===== src/rtl/i2crm_pkg.sv =====
// Shared types, constants and helper functions for the I2C register map target.
package i2crm_pkg;

    localparam int MAP_DEPTH_DEF = 256;
    localparam int PTR_W         = 8;
    localparam int SIZE_W        = 9;
    localparam int DATA_W        = 8;
    localparam int OP_W          = 3;

    typedef enum logic [OP_W-1:0] {
        OP_WR_ADDR = 3'd0,
        OP_RD_ADDR = 3'd1,
        OP_RX_BYTE = 3'd2,
        OP_TX_RDY  = 3'd3,
        OP_NACK    = 3'd4,
        OP_STOP    = 3'd5
    } t_op;

    typedef struct packed {
        logic             wr_en;
        logic             rd_en;
        logic             tx;
        logic             hit;
        logic [PTR_W-1:0] idx;
        logic [PTR_W-1:0] ptr;
    } t_access;

    function automatic logic [PTR_W-1:0] f_advance(input logic [PTR_W-1:0] p,
                                                   input logic [SIZE_W-1:0] eff);
        logic [SIZE_W-1:0] n;
        n = {1'b0, p} + SIZE_W'(1);
        return (n >= eff) ? '0 : n[PTR_W-1:0];
    endfunction

    function automatic logic [PTR_W-1:0] f_step_back(input logic [PTR_W-1:0] p,
                                                     input logic [SIZE_W-1:0] eff);
        logic [SIZE_W-1:0] m;
        m = eff - SIZE_W'(1);
        return (p == '0) ? m[PTR_W-1:0] : p - PTR_W'(1);
    endfunction

endpackage


===== src/rtl/i2crm_store.sv =====
// Register map byte store with per-entry valid bits and registered read.
module i2crm_store import i2crm_pkg::*; #(
    parameter int MAP_DEPTH = MAP_DEPTH_DEF,
    parameter int ADDR_W    = $clog2(MAP_DEPTH)
) (
    input  logic              i_clk,
    input  logic              i_rst_n,
    input  logic              i_wr_en,
    input  logic              i_rd_en,
    input  logic [ADDR_W-1:0] i_addr,
    input  logic [DATA_W-1:0] i_wr_data,
    output logic [DATA_W-1:0] o_rd_data,
    output logic              o_rd_vld
);

    logic [DATA_W-1:0] r_mem [MAP_DEPTH];
    logic [MAP_DEPTH-1:0] r_vld;
    logic [DATA_W-1:0] r_rd_data;
    logic              r_rd_vld;

    always_ff @(posedge i_clk) begin
        if (i_wr_en) begin
            r_mem[i_addr] <= i_wr_data;
        end
        if (i_rd_en) begin
            r_rd_data <= r_mem[i_addr];
        end
    end

    always_ff @(posedge i_clk) begin
        if (!i_rst_n) begin
            r_vld    <= '0;
            r_rd_vld <= 1'b0;
        end else begin
            if (i_wr_en) begin
                r_vld[i_addr] <= 1'b1;
            end
            if (i_rd_en) begin
                r_rd_vld <= r_vld[i_addr];
            end
        end
    end

    assign o_rd_data = r_rd_data;
    assign o_rd_vld  = r_rd_vld;

endmodule


===== src/rtl/i2crm_index.sv =====
// Pointer, start index and map size state; decodes one bus event into a store access.
module i2crm_index import i2crm_pkg::*; #(
    parameter int MAP_DEPTH = MAP_DEPTH_DEF
) (
    input  logic              i_clk,
    input  logic              i_rst_n,
    input  logic              i_accept,
    input  logic [OP_W-1:0]   i_operation,
    input  logic [DATA_W-1:0] i_rx_byte,
    input  logic              i_cfg_wr,
    input  logic [SIZE_W-1:0] i_cfg_map_size,
    output t_access           o_access
);

    logic [PTR_W-1:0]  r_ptr, n_ptr;
    logic [PTR_W-1:0]  r_start, n_start;
    logic              r_expect, n_expect;
    logic [SIZE_W-1:0] r_eff, n_eff;
    t_access           w_acc;

    always_comb begin
        if (i_cfg_map_size == '0) begin
            n_eff = SIZE_W'(1);
        end else if (i_cfg_map_size > SIZE_W'(MAP_DEPTH)) begin
            n_eff = SIZE_W'(MAP_DEPTH);
        end else begin
            n_eff = i_cfg_map_size;
        end
    end

    always_comb begin
        n_ptr     = r_ptr;
        n_start   = r_start;
        n_expect  = r_expect;
        w_acc     = '0;
        w_acc.idx = r_ptr;
        case (i_operation)
            OP_WR_ADDR: begin
                n_expect = 1'b1;
            end
            OP_RD_ADDR: begin
                w_acc.idx   = r_start;
                w_acc.rd_en = 1'b1;
                w_acc.tx    = 1'b1;
                n_ptr       = f_advance(r_start, r_eff);
            end
            OP_RX_BYTE: begin
                if (r_expect) begin
                    n_expect = 1'b0;
                    n_start  = i_rx_byte;
                    n_ptr    = i_rx_byte;
                end else begin
                    w_acc.wr_en = ({1'b0, r_ptr} < r_eff);
                    n_ptr       = f_advance(r_ptr, r_eff);
                end
            end
            OP_TX_RDY: begin
                w_acc.rd_en = 1'b1;
                w_acc.tx    = 1'b1;
                n_ptr       = f_advance(r_ptr, r_eff);
            end
            OP_NACK: begin
                n_ptr = f_step_back(r_ptr, r_eff);
            end
            default: begin
            end
        endcase
        w_acc.hit = ({1'b0, w_acc.idx} < r_eff);
        w_acc.ptr = n_ptr;
    end

    always_ff @(posedge i_clk) begin
        if (!i_rst_n) begin
            r_ptr    <= '0;
            r_start  <= '0;
            r_expect <= 1'b0;
            r_eff    <= SIZE_W'(MAP_DEPTH);
        end else begin
            if (i_accept) begin
                r_ptr    <= n_ptr;
                r_start  <= n_start;
                r_expect <= n_expect;
            end
            if (i_cfg_wr) begin
                r_eff <= n_eff;
            end
        end
    end

    always_comb begin
        o_access       = w_acc;
        o_access.wr_en = w_acc.wr_en & i_accept;
        o_access.rd_en = w_acc.rd_en & w_acc.hit & i_accept;
    end

endmodule


===== src/rtl/i2c_register_map_target_top.sv =====
// Top level of the I2C register map target: event decode, store and result register.
//
// Usage:
//   Input channel (i_in_valid / o_in_ready) carries one bus event word:
//   i_operation and i_rx_byte. Output channel (o_out_valid / i_out_ready)
//   returns exactly one result word per event: o_tx_valid, o_tx_byte and
//   o_current_index (the pointer after the event).
//   Configuration channel (i_cfg_valid / o_cfg_ready) writes the map size;
//   it is always ready and is meant to be written while the block is idle.
//   Pipeline: a result passes through the registered store read and then
//   the result register before it leaves on the output channel.
//   Throughput: one event per cycle while o_in_ready is high; the pointer
//   update and the store access, if any, of each event complete in the accept cycle.
//   Reset: pointer, start index and the index-expected flag clear, the map
//   size returns to the full depth, and every store entry reads as zero via
//   per-entry valid bits that reset clears at once; no clearing pass.
//   Stall: when i_out_ready is low the result register holds and one more
//   event is kept in the read stage; o_in_ready drops only when both are full.
module i2c_register_map_target_top import i2crm_pkg::*; #(
    parameter int MAP_DEPTH = MAP_DEPTH_DEF
) (
    input  logic              i_clk,
    input  logic              i_rst_n,
    input  logic              i_in_valid,
    output logic              o_in_ready,
    input  logic [OP_W-1:0]   i_operation,
    input  logic [DATA_W-1:0] i_rx_byte,
    output logic              o_out_valid,
    input  logic              i_out_ready,
    output logic              o_tx_valid,
    output logic [DATA_W-1:0] o_tx_byte,
    output logic [PTR_W-1:0]  o_current_index,
    input  logic              i_cfg_valid,
    output logic              o_cfg_ready,
    input  logic [SIZE_W-1:0] i_cfg_map_size
);

    localparam int ADDR_W = $clog2(MAP_DEPTH);

    t_access           w_acc;
    logic              w_in_acc;
    logic              w_advance;
    logic [DATA_W-1:0] w_rd_data;
    logic              w_rd_vld;

    logic              r_s1_valid;
    logic              r_s1_tx;
    logic              r_s1_hit;
    logic [PTR_W-1:0]  r_s1_ptr;

    logic              r_out_valid;
    logic              r_out_tx_valid;
    logic [DATA_W-1:0] r_out_tx_byte, n_out_tx_byte;
    logic [PTR_W-1:0]  r_out_index;

    assign o_cfg_ready = 1'b1;
    assign w_advance   = !r_out_valid || i_out_ready;
    assign o_in_ready  = !r_s1_valid || w_advance;
    assign w_in_acc    = i_in_valid && o_in_ready;

    i2crm_index #(
        .MAP_DEPTH (MAP_DEPTH)
    ) u_index (
        .i_clk          (i_clk),
        .i_rst_n        (i_rst_n),
        .i_accept       (w_in_acc),
        .i_operation    (i_operation),
        .i_rx_byte      (i_rx_byte),
        .i_cfg_wr       (i_cfg_valid && o_cfg_ready),
        .i_cfg_map_size (i_cfg_map_size),
        .o_access       (w_acc)
    );

    i2crm_store #(
        .MAP_DEPTH (MAP_DEPTH),
        .ADDR_W    (ADDR_W)
    ) u_store (
        .i_clk     (i_clk),
        .i_rst_n   (i_rst_n),
        .i_wr_en   (w_acc.wr_en),
        .i_rd_en   (w_acc.rd_en),
        .i_addr    (w_acc.idx[ADDR_W-1:0]),
        .i_wr_data (i_rx_byte),
        .o_rd_data (w_rd_data),
        .o_rd_vld  (w_rd_vld)
    );

    always_ff @(posedge i_clk) begin
        if (w_in_acc) begin
            r_s1_tx  <= w_acc.tx;
            r_s1_hit <= w_acc.hit;
            r_s1_ptr <= w_acc.ptr;
        end
        if (r_s1_valid && w_advance) begin
            r_out_tx_valid <= r_s1_tx;
            r_out_tx_byte  <= n_out_tx_byte;
            r_out_index    <= r_s1_ptr;
        end
    end

    always_comb begin
        n_out_tx_byte = (r_s1_tx && r_s1_hit && w_rd_vld) ? w_rd_data : '0;
    end

    always_ff @(posedge i_clk) begin
        if (!i_rst_n) begin
            r_s1_valid  <= 1'b0;
            r_out_valid <= 1'b0;
        end else begin
            if (w_in_acc) begin
                r_s1_valid <= 1'b1;
            end else if (w_advance) begin
                r_s1_valid <= 1'b0;
            end
            if (r_s1_valid && w_advance) begin
                r_out_valid <= 1'b1;
            end else if (i_out_ready) begin
                r_out_valid <= 1'b0;
            end
        end
    end

    assign o_out_valid     = r_out_valid;
    assign o_tx_valid      = r_out_tx_valid;
    assign o_tx_byte       = r_out_tx_byte;
    assign o_current_index = r_out_index;

`ifndef SYNTHESIS
    a_tx_byte_zero: assert property (@(posedge i_clk) disable iff (!i_rst_n)
        o_out_valid && !o_tx_valid |-> o_tx_byte == '0)
        else $error("tx byte nonzero without tx valid");

    a_ready_low_only_when_full: assert property (@(posedge i_clk) disable iff (!i_rst_n)
        !o_in_ready |-> r_s1_valid && r_out_valid && !i_out_ready)
        else $error("input stalled while pipeline has room");

    a_read_event_sets_tx: assert property (@(posedge i_clk) disable iff (!i_rst_n)
        w_in_acc && (i_operation == OP_RD_ADDR || i_operation == OP_TX_RDY)
        |=> r_s1_valid && r_s1_tx)
        else $error("read event lost its tx flag");

    a_reset_clears_output: assert property (@(posedge i_clk)
        !i_rst_n |=> !o_out_valid && !r_s1_valid)
        else $error("pipeline valid after reset");
`endif

endmodule


===== config.mk =====
export PLATFORM = sky130hd
export DESIGN_NAME = i2c_register_map_target_top
export DESIGN_NICKNAME = d
export VERILOG_FILES = /design/src/rtl/i2crm_pkg.sv /design/src/rtl/i2crm_store.sv /design/src/rtl/i2crm_index.sv /design/src/rtl/i2c_register_map_target_top.sv
export SDC_FILE = /design/constraint.sdc
export NUM_CORES = 2
export LEC_CHECK = 0
export BUFFER_PORTS_ARGS = -buffer_cell sky130_fd_sc_hd__buf_2
export CORE_MARGIN = 2
export CORE_UTILIZATION = 45
export CTS_BUF_LIST = sky130_fd_sc_hd__clkbuf_4
export DETAILED_ROUTE_END_ITERATION = 16
export GPL_TIMING_DRIVEN = 0
export HOLD_SLACK_MARGIN = 0.03
export PLACE_DENSITY = 0.69
export SLEW_MARGIN = 20
export SYNTH_ARGS = -nofsm -noshare
export SYNTH_HDL_FRONTEND = slang
export SYNTH_HIERARCHICAL = 1
export SYNTH_SLANG_ARGS = --single-unit

===== constraint.sdc =====
create_clock -name i_clk -period 9.77 [get_ports i_clk]
set_input_delay 1.4655 -clock i_clk [delete_from_list [all_inputs] [get_ports i_clk]]
set_output_delay 1.4655 -clock i_clk [all_outputs]
set_load 0.1 [all_outputs]

==> summary.md <==
| Metric | Value |
|---|---|
| Worst-case setup margin in the final layout | `2.12 ns` |
| Number of failing setup endpoints in the final timing report | `0` |
| Path type of the worst setup path | `in2reg` |
| Total Power Consumption | `21.6 mW` |
| Most numerous cell in the Yosys netlist | `edfxtp_1` |
| Sort of element at the end of the critical path | `flop` |
| Unrepaired setup endpoints after global routing | `no` |
| Floorplan core area | `0.205 mm^2` |
| Max_cap viols | `0` |
| Post-detail-place hpwl | `235000 um` |
| Setup TNS | `0 ns` |
| Die width | `458 um` |
| Detailed-route vias per instance | `6.72` |
| Normalized max-slew margin | `15.2%` |
| Drt pass-1 iters | `7` |
| Post-detailed-routing wire length | `354000 um` |
| CP arrival | `8.61 ns` |
| Fraction of synthesized cell area taken by the top area cell type | `67.4%` |
| Largest register by flop count | `u_store/r_mem` |
| Fin Hold WS | `0.347 ns` |
| Number of buffers inserted during clock tree synthesis | `603` |
| #FFs+latches synth | `2368` |
| Sequential-to-total area share from yosys stat | `73.6%` |
| Clock insertion delay at the later pin of the skew report | `1.43 ns` |
| Post-placement cell count | `7386` |
| Hold Path Sink | `u_store/r_mem[191][1]` |
| Top_reg_cell synth | `edfxtp_1` |
| Mean area per synthesized cell | `20.2 um^2` |
| TritonCTS clock tree | `done` |
| Number of enable-type register cells in the synthesized netlist | `2083` |
| Synth async-reset ratio | `0%` |
| Initial antenna violation count | `29` |
| Number of design-rule violations left by the first detailed-router iteration | `10200` |
| Outcome | `completed` |
| Largest cells by area after synthesis | `edfxtp_1 67%, mux4_2 16%, dfxtp_1 6.2%, o21a_1 2.1%, nor2_1 1.1%` |
| Max rail drop VDD | `0.000141 V` |
| Final critical-path share of the clock period | `78.3%` |
| Vertical die dimension | `458 um` |
| Area used by multi-input combinational logic | `0.0232 mm^2` |
| CTS resizes | `0` |
| Number of sinks on the clock net | `2368` |
| Number of buffers added for setup after CTS | `0` |
| Overall global routing resource usage | `33.5%` |
| Synth-to-Final Area Change | `14.3%` |
| Endpoints failing hold | `0` |
| Die outline area | `0.210 mm^2` |
| Worst hold-check path type | `in2reg` |
| Wire length of the first global-routing pass | `465000 um` |
| DR DRC count | `0` |
| Min cycle time layout | `7.65 ns` |
| Number of top-level pins | `45` |
| Cts-stage hold buffer count | `0` |
| Net count, final | `5366` |
| Biggest fanout along the worst timing path | `10` |
| Reg2reg start | `u_index/r_ptr[3]` |
| Total via count after detailed routing | `56700` |
| Min-Delay Path Depth | `1` |
| Number of warning messages in the yosys log | `6` |
| Number of rows in the core area | `166` |
| Largest area contributor in the synthesized netlist | `edfxtp_1` |
| Routed Antenna Nets | `0` |
| Worst reg-to-reg path cell count | `10` |
| Synth top cells by count | `2083 x edfxtp_1, 657 x mux4_2, 285 x dfxtp_1` |
| GP Congestion | `1.05` |
| Clock Skews | `0.108 ns` |
| Layout filler cell count | `16400` |
| CTS clk-pin slew, worst paths | `0.07 ns` |
| Largest net degree at the start of global routing | `130` |
| WP data required | `10.72 ns` |
| Root buffer cell | `clkbuf_4` |
| Avg WL per Cell | `42.0 um` |
| Aggregate global routing overflow | `0` |
| Final Instance Count excl. Fillers | `8438` |
| Cell area power density | `204 mW/mm^2` |
| Critical register-to-register path endpoint | `u_store/r_mem[45][7]` |
| Fin. max-slew vios | `0` |
| Number of global-route vias before repair | `53000` |
| Post-Synthesis Net Count | `4645` |
| Sequential cell area | `0.0683 mm^2` |
| Leak | `33.7 nW` |
| Achievable frequency | `131 MHz` |
| Worst Max-Slew Pin Slew | `1.27 ns` |
| Number of flip-flops under the largest register name | `2048` |
| Max Buffers Root-to-Sink | `4` |
| Count of buffers inserted at the top-level ports | `41` |
| Mapped Area | `0.0928 mm^2` |
| Netlist cell types | `91` |
| Initial standard-cell utilization of the core | `45.3%` |
| Worst setup timing slack at the placement stage | `1.31 ns` |
| Startpoint of the lowest-slack hold path | `i_rx_byte[1]` |
| Number of standard cells after synthesis | `4583` |
| Startpoint Class | `input port` |
| # H-tree levels | `6` |
| R2R Setup Slk | `2.55 ns` |
| Fraction of layout instances using a drive strength above 1 | `35.4%` |
| Largest registers ranked by flip-flop count | `u_store/r_mem: 2048 flops, u_store/r_vld: 256 flops, u_index/r_eff: 9 flops` |
==> stage by stage <==
stage	cell area [um^2]	utilization, %
6_report	106000	51.8
5_1_grt	106000	51.7
4_1_cts	106000	51.7
3_5_place_dp	98300	48.0
3_3_place_gp	96300	47.0
2_1_floorplan	92800	-
==> area by class of cell <==
class | instances | share of cell area (%)
Timing Repair Buffer | 116 | 1.83
Antenna cell | 25 | 0.0590
Buffer | 280 | 1.42
Tap cell | 2688 | 3.17
Sequential cell | 2368 | 64.4
Multi-Input combinational cell | 1913 | 21.9
Inverter | 22 | 0.0779
Clock inverter | 103 | 0.584
Clock buffer | 923 | 6.54
==> metal layers <==
metal	track usage [%]	vias up	wire length, um
met3	14.8	1010	58200
met4	22.0	20	26800
met2	46.6	5338	149000
li1	-	20800	-
met5	0	-	135
met1	42.5	29500	119000
==> where the power goes <==
group,internal (mW),switching (mW),total [mW],leakage (nW)
combinational,0.635,1.50,2.13,8.13
clock,4.48,4.00,8.48,4.56
sequential,11.0,0.0118,11.0,21.0
total,16.1,5.51,21.6,33.7
==> critical path: stages <==
cell and delay [ns]:
buf_2 0.11, buf_2 0.19, nor3b_2 0.39, clkbuf_1 0.39, mux2_2 0.51, buf_2 0.62
buf_2 0.81, buf_2 0.57, buf_2 0.50, buf_16 0.24, nand3_1 0.84, clkbuf_2 0.78
nor2_1 1.08
==> logic make-up after synthesis <==
kind of cell	count (synthesis)	synth area share [%]
multiplexers	760	17.1
XOR/XNOR	17	0.161
flip-flops	2368	73.6
AND/OR/NAND/NOR	614	3.18
buffers and inverters	302	1.62
adder cells (fa/ha/maj)	37	0.499
other	1	0.00404
AO/OA/AOI/OAI	484	3.87
==> worst max path at each step <==
stage	startpoint	endpoint	cells past startpoint
floorplan	i_operation[1]	u_store/r_mem[156][0]	11
global route	i_operation[0]	u_store/r_mem[157][7]	12
finish	i_operation[2]	u_store/r_mem[45][7]	13
detailed placement	i_operation[2]	u_store/r_mem[77][1]	13
CTS	i_operation[2]	u_store/r_mem[77][7]	13
global placement	i_operation[0]	u_store/r_mem[237][4]	12
==> placed cells by master, fill, tap and decap left out, types with 11 or more instances in the layout <==
cell,instances
clkbuf_1,83
dfxtp_1,285
a21boi_0,11
inv_1,20
o21a_1,263
buf_2,145
nor2b_1,25
o22ai_1,25
nor3_1,18
buf_6,21
buf_16,41
buf_12,21
nor2_2,57
buf_4,41
nand4_1,17
a22oi_1,25
diode_2,25
nand2b_1,14
mux4_2,657
a21oi_1,29
clkbuf_2,32
nand2_1,101
and3_1,16
and2_1,23
mux2i_1,92
inv_2,12
edfxtp_1,2083
nor2_1,222
xnor2_1,14
o32ai_1,11
clkbuf_4,923
clkinv_1,74
o21ai_0,27
nand3_1,47
ha_1,37
Note: power is estimated with default switching activity, not from simulation.
